$ cat src/hw/rtl/slist_pkg.sv
// Shared constants and controller/datapath interface types for the sorted list core.
package slist_pkg;

    localparam int DEPTH  = 16;
    localparam int DATA_W = 32;
    localparam int IDX_W  = $clog2(DEPTH);
    localparam int CNT_W  = $clog2(DEPTH + 1);

    typedef struct packed {
        logic             insert;
        logic             load;
        logic [IDX_W-1:0] idx;
        logic             last;
        logic             reject;
    } cmd_t;

    typedef struct packed {
        logic [CNT_W-1:0] count;
        logic             full;
        logic             out_free;
    } sts_t;

endpackage

$ cat src/hw/rtl/slist_ctrl.sv
// Controller: takes one value, then walks the list index out one beat at a time.
module slist_ctrl
(
    input  logic                 clk,
    input  logic                 rst_n,
    input  logic                 in_valid,
    output logic                 in_ready,
    input  slist_pkg::sts_t      sts,
    output slist_pkg::cmd_t      cmd
);

    typedef enum logic [1:0]
    {
        ST_IDLE = 2'b01,
        ST_EMIT = 2'b10
    } state_t;

    state_t                      state_reg;
    state_t                      state_next;
    logic [slist_pkg::IDX_W-1:0] idx_reg;
    logic [slist_pkg::IDX_W-1:0] idx_next;
    logic                        rej_reg;
    logic                        rej_next;
    logic                        accept;
    logic                        last;

    assign in_ready = (state_reg == ST_IDLE);
    assign accept   = in_valid && in_ready;
    assign last     = ({1'b0, idx_reg} + slist_pkg::CNT_W'(1)) == sts.count;

    always_comb
    begin
        state_next = state_reg;
        idx_next   = idx_reg;
        rej_next   = rej_reg;
        cmd.insert = 1'b0;
        cmd.load   = 1'b0;
        cmd.idx    = idx_reg;
        cmd.last   = last;
        cmd.reject = rej_reg;
        case (state_reg)
            ST_IDLE:
            begin
                if (accept)
                begin
                    cmd.insert = !sts.full;
                    rej_next   = sts.full;
                    idx_next   = '0;
                    state_next = ST_EMIT;
                end
            end
            ST_EMIT:
            begin
                if (sts.out_free)
                begin
                    cmd.load = 1'b1;
                    if (last)
                    begin
                        state_next = ST_IDLE;
                    end
                    else
                    begin
                        idx_next = idx_reg + slist_pkg::IDX_W'(1);
                    end
                end
            end
            default:
            begin
                state_next = ST_IDLE;
            end
        endcase
    end

    always_ff @(posedge clk or negedge rst_n)
    begin
        if (!rst_n)
        begin
            state_reg <= ST_IDLE;
            idx_reg   <= '0;
            rej_reg   <= 1'b0;
        end
        else
        begin
            state_reg <= state_next;
            idx_reg   <= idx_next;
            rej_reg   <= rej_next;
        end
    end

endmodule

$ cat src/hw/rtl/slist_dp.sv
// Datapath: insertion shift array of entries, entry count and the output register.
module slist_dp
(
    input  logic                               clk,
    input  logic                               rst_n,
    input  logic signed [slist_pkg::DATA_W-1:0] new_value,
    input  slist_pkg::cmd_t                    cmd,
    output slist_pkg::sts_t                    sts,
    output logic                               out_valid,
    input  logic                               out_ready,
    output logic [3:0]                         position,
    output logic signed [31:0]                 entry_value,
    output logic                               is_last,
    output logic                               rejected
);

    logic signed [slist_pkg::DATA_W-1:0] entries_reg  [slist_pkg::DEPTH];
    logic signed [slist_pkg::DATA_W-1:0] entries_next [slist_pkg::DEPTH];
    logic [slist_pkg::DEPTH-1:0]         gt;
    logic [slist_pkg::CNT_W-1:0]         count_reg;
    logic [slist_pkg::CNT_W-1:0]         count_next;
    logic                                out_valid_reg;
    logic                                out_valid_next;
    logic [3:0]                          pos_reg;
    logic signed [31:0]                  val_reg;
    logic                                last_reg;
    logic                                rej_reg;

    // Entries strictly greater than the new value move up one place.
    always_comb
    begin
        for (int k = 0; k < slist_pkg::DEPTH; k++)
        begin
            gt[k] = (slist_pkg::CNT_W'(k) < count_reg) && (entries_reg[k] > new_value);
        end
    end

    always_comb
    begin
        for (int k = 0; k < slist_pkg::DEPTH; k++)
        begin
            entries_next[k] = entries_reg[k];
            if (k > 0 && gt[(k > 0) ? k - 1 : 0])
            begin
                entries_next[k] = entries_reg[(k > 0) ? k - 1 : 0];
            end
            else if (gt[k] || slist_pkg::CNT_W'(k) == count_reg)
            begin
                entries_next[k] = new_value;
            end
        end
    end

    always_ff @(posedge clk)
    begin
        if (cmd.insert)
        begin
            for (int k = 0; k < slist_pkg::DEPTH; k++)
            begin
                entries_reg[k] <= entries_next[k];
            end
        end
    end

    assign count_next = cmd.insert ? count_reg + slist_pkg::CNT_W'(1) : count_reg;

    assign sts.count    = count_reg;
    assign sts.full     = (count_reg == slist_pkg::CNT_W'(slist_pkg::DEPTH));
    assign sts.out_free = !out_valid_reg || out_ready;

    assign out_valid_next = cmd.load ? 1'b1 : (out_ready ? 1'b0 : out_valid_reg);

    always_ff @(posedge clk or negedge rst_n)
    begin
        if (!rst_n)
        begin
            count_reg     <= '0;
            out_valid_reg <= 1'b0;
        end
        else
        begin
            count_reg     <= count_next;
            out_valid_reg <= out_valid_next;
        end
    end

    always_ff @(posedge clk)
    begin
        if (cmd.load)
        begin
            pos_reg  <= 4'(cmd.idx);
            val_reg  <= entries_reg[cmd.idx];
            last_reg <= cmd.last;
            rej_reg  <= cmd.reject;
        end
    end

    assign out_valid   = out_valid_reg;
    assign position    = pos_reg;
    assign entry_value = val_reg;
    assign is_last     = last_reg;
    assign rejected    = rej_reg;

endmodule

$ cat src/hw/rtl/sorted_list_insert_core.sv
// Sorted list insertion core: 16 signed entries kept in ascending order.
// Flow: a value is accepted in the idle state, then the whole list is walked out, and no new
// value is taken until the last entry is loaded into the output register, set by the
// single read port that walks the list one entry per beat through the output register.
// Reset: async active low clears the entry count and output valid; entry storage is not cleared.
module sorted_list_insert_core
(
    input  logic               clk,
    input  logic               rst_n,
    input  logic               in_valid,
    output logic               in_ready,
    input  logic signed [31:0] new_value,
    output logic               out_valid,
    input  logic               out_ready,
    output logic [3:0]         position,
    output logic signed [31:0] entry_value,
    output logic               is_last,
    output logic               rejected
);

    slist_pkg::cmd_t cmd;
    slist_pkg::sts_t sts;

    slist_ctrl u_ctrl
    (
        .clk      (clk),
        .rst_n    (rst_n),
        .in_valid (in_valid),
        .in_ready (in_ready),
        .sts      (sts),
        .cmd      (cmd)
    );

    slist_dp u_dp
    (
        .clk         (clk),
        .rst_n       (rst_n),
        .new_value   (new_value),
        .cmd         (cmd),
        .sts         (sts),
        .out_valid   (out_valid),
        .out_ready   (out_ready),
        .position    (position),
        .entry_value (entry_value),
        .is_last     (is_last),
        .rejected    (rejected)
    );

endmodule

$ cat config.mk
export PLATFORM = sky130hd
export DESIGN_NAME = sorted_list_insert_core
export DESIGN_NICKNAME = d
export VERILOG_FILES = /design/src/hw/rtl/slist_pkg.sv /design/src/hw/rtl/slist_ctrl.sv /design/src/hw/rtl/slist_dp.sv /design/src/hw/rtl/sorted_list_insert_core.sv
export SDC_FILE = /design/constraint.sdc
export NUM_CORES = 2
export LEC_CHECK = 0
export ABC_AREA = 0
export BUFFER_PORTS_ARGS = -buffer_cell sky130_fd_sc_hd__clkbuf_2
export CAP_MARGIN = 15
export CELL_PAD_IN_SITES_DETAIL_PLACEMENT = 1
export CELL_PAD_IN_SITES_GLOBAL_PLACEMENT = 1
export CORE_MARGIN = 2
export CORE_UTILIZATION = 59
export DETAILED_ROUTE_END_ITERATION = 7
export GPL_ROUTABILITY_DRIVEN = 0
export PLACE_DENSITY_LB_ADDON = 0.1
export RECOVER_POWER = 25
export SYNTH_ARGS = -nofsm -noshare
export SYNTH_HDL_FRONTEND = slang
export SYNTH_HIERARCHICAL = 1
export SYNTH_SLANG_ARGS = --single-unit
$ cat constraint.sdc
create_clock -name clk -period 7.05 [get_ports clk]
set_clock_uncertainty 0.2 [all_clocks]
set_input_delay 0.3525 -clock clk [delete_from_list [all_inputs] [get_ports clk]]
set_output_delay 0.3525 -clock clk [all_outputs]
set_load 0.005 [all_outputs]
Word-level counts from Yosys, hierarchy flattened
Memory sizes are Yosys's and may differ from the RTL's. A register that Yosys moved wholly into a read port is not among the register bits.
Cells that the tools add are included.
Widths: inputs -> output; s select.

word-level totals
  register bits = 19
  output and inout port bits = 40
  memory bits (read-only) = 0
  latch bits = 0
  memory bits (writable) = 512
  logic and storage cells = 156
  memories = 1

memories
  memory            words  bits a word  rd ports  clocked after memory_dff  wr ports  RTL line        text
  u_dp.entries_reg  16     32           17        1                         16        slist_dp.sv:17  logic signed [slist_pkg::DATA_W-1:0] entries_reg [slist_pkg::DEPTH];

operators by class
  div/mod/pow operators = 0
  shifts and indexed selects = 0
  reduce and logical (&&, ||, !) cells = 42
  magnitude comparators = 32
  add/subtract/negate cells = 3
  mux-type cells = 47
  bitwise gates (word level) = 0
  eq/ne operators = 23
  multipliers = 0

operators with widths
  cell                 number
  $mux 32              31
  $gt 32x32->1         16
  $eq 4x5->1 const A   8
  $lt 4x5->1 const A   8
  $eq 3x5->1 const A   4
  $lt 3x5->1 const A   4
  $logic_and 1x1->1    17
  $logic_or 1x1->1     17
  $mux 4               3
  $eq 2x5->1 const A   2
  $lt 1x5->1 const A   2
  $lt 2x5->1 const A   2
  $mux 1               8
  $pmux 4 s2           1
  $mux 2               3
  $ne 2x2->1 const B   3
  $add 4x1->5 const B  1
  $add 5x1->5 const B  1
  $eq 1x5->1 const A   1
  $eq 5x5->1           1
  $eq 5x5->1 const B   1
  $logic_not 5->1      1
  $add 4x1->4 const B  1
  $pmux 2 s2           1
  8 further kinds      10

Longest topological paths before layout
  word-level depth = 6
  depth in mapped cells = 11
  gate-level depth less buffers = 9

By module
The synthesis kept the hierarchy.

modules (own cells, without submodules)
  module      area each (um^2)  cells each  times used  seq. area each (um^2)
  slist_dp    38710.9           2774        1           16666.0
  slist_ctrl  464.2             47          1           176.4

Worst setup path after synthesis
Ideal clock, no wire load.

  kind = input-to-reg
  from = in new_value[7]
  to = mem u_dp/entries_reg[5][0] in the netlist's numbering (enable)
  cell stages on the path = 11
  required time = 6.409 ns
  library setup time = 0.441 ns
  arrival time = 4.405 ns
  setup slack = 2.005 ns
  path through = clkbuf_1 > inv_1 > ha_1 > a21oi_1 > o21ai_0 > a221oi_1 > o211ai_1 > a31oi_1 > mux2_2 > buf_2 > a31oi_1

RTL lines
  element          RTL line                       text
  start, declared  sorted_list_insert_core.sv:12  input logic signed [31:0] new_value,
  end, declared    slist_dp.sv:17

==> flow_summary.toml <==
[status]
outcome = "finished with violations"
violations = "capacitance limit, slew limit"

[setup_path]
arrival_ns = 6.63
crit_fanout = 23
end_kind = "register"
path_class = "input pin to register"
cp-start-kind = "input pin"
cp.required_ns = 7.18

[clock_network]
cts_tree = "done"
cts_buffers = 67
post_cts_buffers = 0
clk_pin_slew_ns = 0.06
clock_sinks = 563
postCtsHoldBufs = 12
clock_path_buffers = 3
clk_latency_ns = 0.63
cts-root-buf = "clkbuf_16"
htreeDepth = 3
post_cts_resized = 0

[detailed_routing]
via_per_inst = 7.668
wl_per_cell_um = 39.79
initialDrtViolationCount = 3676
ant_nets = 0
vias = 29300
first_pass_iters = 5
totalWireLength_um = 152100
drc_errors = 0

[die]
die-height_um = 261.7
die_w_um = 261.7
placementRows = 94
core_area_um2 = 65750
dieArea_um2 = 68480
start_util = 0.5959
num_io_pins = 76

[synth]
yosysSeqAreaShare = 0.4299
synth.top_cells.by_area = "edfxtp_1, ha_1, mux2_2"
syn_nets = 3373
synth-seq-cells = 563
ys_types = 90
syn-cell-area_um2 = 39180
syn-instance-count = 2821
synth-edff-count = 550
ys_warn_count = 6
yosysTopAreaCell = "edfxtp_1"
synth_top_area_frac = 0.4216
synth_ff_type = "edfxtp_1"
syn_avg_cell_area_um2 = 13.89
ys_async_sr_fraction = 0.02309

[power]
p_per_area_nw_per_um2 = 415.0
ir_drop_v = 0.0003227
p_total_mw = 17.65
leakage_nw = 15.84

[grt]
antenna_found_initial = 3
grt_overflow = 0
grt_pass1_wl_um = 215900
globalRouteTotalUtil = 0.4432
grt_pass1_vias = 30300
grt_max_degree = 78

[cells_and_area]
largest_reg_flops = 512
stdcell_count = 3821
syn_to_final_growth_pct = 8.579
design.final.nets = 3459
drive_above_1_share = 0.2629

[placement]
dp_hpwl_um = 106600
place.port_buffers = 75
dp_cells = 3689

[sta]
min_period_ns = 6.500
tightest_slew_ns = 3.066
relSlewSlack = -1.044
maxSlewViolCount = 365
fin_tns_setup_ns = 0
grt_setup_unrepaired = "no"
hold_viol_final = 0
fmax_ghz = 0.1538
setup_violations = 0
post-route-period-util = 0.9220

[hold_path]
hold_path_class = "input pin to async pin"

[flow_run]
cap_violations = 11
[synth_stat cells (4+ instances only)]
| cell | instances |
|---|---|
| and2_1 | 4 |
| ha_1 | 516 |
| mux2_4 | 116 |
| a21o_1 | 48 |
| nand4_1 | 97 |
| nor3_1 | 15 |
| mux2_1 | 18 |
| mux2i_1 | 4 |
| o31a_1 | 8 |
| o41ai_1 | 4 |
| nand2_1 | 121 |
| a21oi_1 | 210 |
| or3_1 | 7 |
| edfxtp_1 | 550 |
| a311oi_1 | 4 |
| nand3_1 | 61 |
| clkbuf_1 | 61 |
| buf_1 | 12 |
| xnor2_1 | 6 |
| dfrtp_1 | 12 |
| nand2b_1 | 12 |
| o21ai_0 | 49 |
| o21a_1 | 7 |
| inv_1 | 70 |
| a21boi_0 | 9 |
| mux4_2 | 160 |
| o21ai_2 | 4 |
| a2111o_1 | 4 |
| nor4_1 | 19 |
| buf_4 | 10 |
| mux2_2 | 353 |
| a211oi_1 | 8 |
| buf_2 | 20 |
| buf_6 | 15 |
| nor2_1 | 37 |
| o211ai_1 | 24 |
| nor2b_1 | 17 |
| a221o_1 | 9 |
| and4_1 | 15 |
| a31oi_1 | 12 |
| and3_1 | 6 |
| a221oi_1 | 11 |
[final timing paths]
kind                            slack, ns              start  cells after the start                 endpoint
max in group asynchronous            5.43              rst_n                      3        u_ctrl/idx_reg[3]
worst min-delay path                  0.1              rst_n                      2      u_ctrl/state_reg[0]
worst max-delay path                 0.55      new_value[23]                     11  u_dp/entries_reg[4][25]
worst min register to register       0.26     u_ctrl/rej_reg                      0            u_dp/rejected
worst max register to register       1.47  u_ctrl/idx_reg[1]                      3      u_dp/entry_value[8]
min in group clk                     0.13      new_value[30]                      1  u_dp/entries_reg[0][30]
[critical path: stages]
cell and delay, ns:
dlygate4sd3_1 0.52, clkbuf_1 0.57, inv_1 0.61, ha_1 0.52, nand4_1 0.26, nor4_1 0.66, a21oi_1 0.19, nand2b_1 0.11
mux2_1 1.42, a31oi_4 0.82, buf_4 0.51
[layout by cell type, fill, tap and decap left out, types with 7 or more instances in the layout]
master and n:
a211oi_1 9, a21boi_0 10, a21o_1 48, a21oi_1 210, a221o_1 9, a221oi_1 11
and4_1 15, buf_4 37, bufinv_16 8, clkbuf_1 79, clkbuf_16 68, clkbuf_2 11
clkinv_1 13, clkinv_2 9, dfrtp_1 10, dlygate4sd3_1 12, edfxtp_1 550, ha_1 516
inv_1 70, mux2_1 65, mux2_2 357, mux2_4 65, mux4_2 160, nand2_1 121
nand2b_1 12, nand3_1 61, nand4_1 97, nor2_1 37, nor2b_1 17, nor3_1 15
nor4_1 18, o211ai_1 25, o21ai_0 51, or3_1 7
[routing by layer]
metal	routed length, µm	global-route usage	vias to the layer above
met2	68820	0.6870	2056
met1	54280	0.5481	14990
met3	15900	0.1005	598
met5	13	0	-
met4	13040	0.3228	2
li1	-	-	11650
[stage by stage]
step                utilization  setup WS, ns  cell area (µm²)  hold slack, ns
floorplan                     -         2.005            39180         -0.1431
global placement         0.6171         1.145            40570         0.06826
detailed placement       0.6173         1.232            40590         0.09233
CTS                      0.6523         1.323            42880        0.003531
global route             0.6469        0.5891            42530         0.09057
finish                   0.6470        0.5500            42540         0.09568
[power breakdown]
| part | switching (mW) | internal, mW | total [mW] | leakage (nW) |
|---|---|---|---|---|
| sequential | 1.01 | 5.12 | 6.13 | 5.20 |
| combinational | 4.64 | 3.30 | 7.94 | 9.59 |
| clock | 1.51 | 2.08 | 3.59 | 1.05 |
| total | 7.16 | 10.5 | 17.7 | 15.8 |
[final cells by class]
type | instances | area [µm²]
fill | 6165 | 23210
multi-input combinational | 2066 | 21350
sequential | 563 | 16840
clock buffer | 78 | 1749
tap | 864 | 1081
timing repair buffer | 138 | 818.3
clock inverter | 40 | 427.9
inverter | 71 | 266.5
antenna | 1 | 2.502
[logic make-up after synthesis]
| kind of cell | Yosys count | synth area share |
|---|---|---|
| muxes | 652 | 0.2445 |
| DFF | 563 | 0.4299 |
| adders and majority gates | 516 | 0.1648 |
| AOI/OAI and AO/OA | 449 | 0.07288 |
| and+or+nand+nor | 440 | 0.06145 |
| buffers and inverters | 192 | 0.02411 |
| xor gates and xnor gates | 9 | 0.002363 |
(Power assumes the default switching activity.)
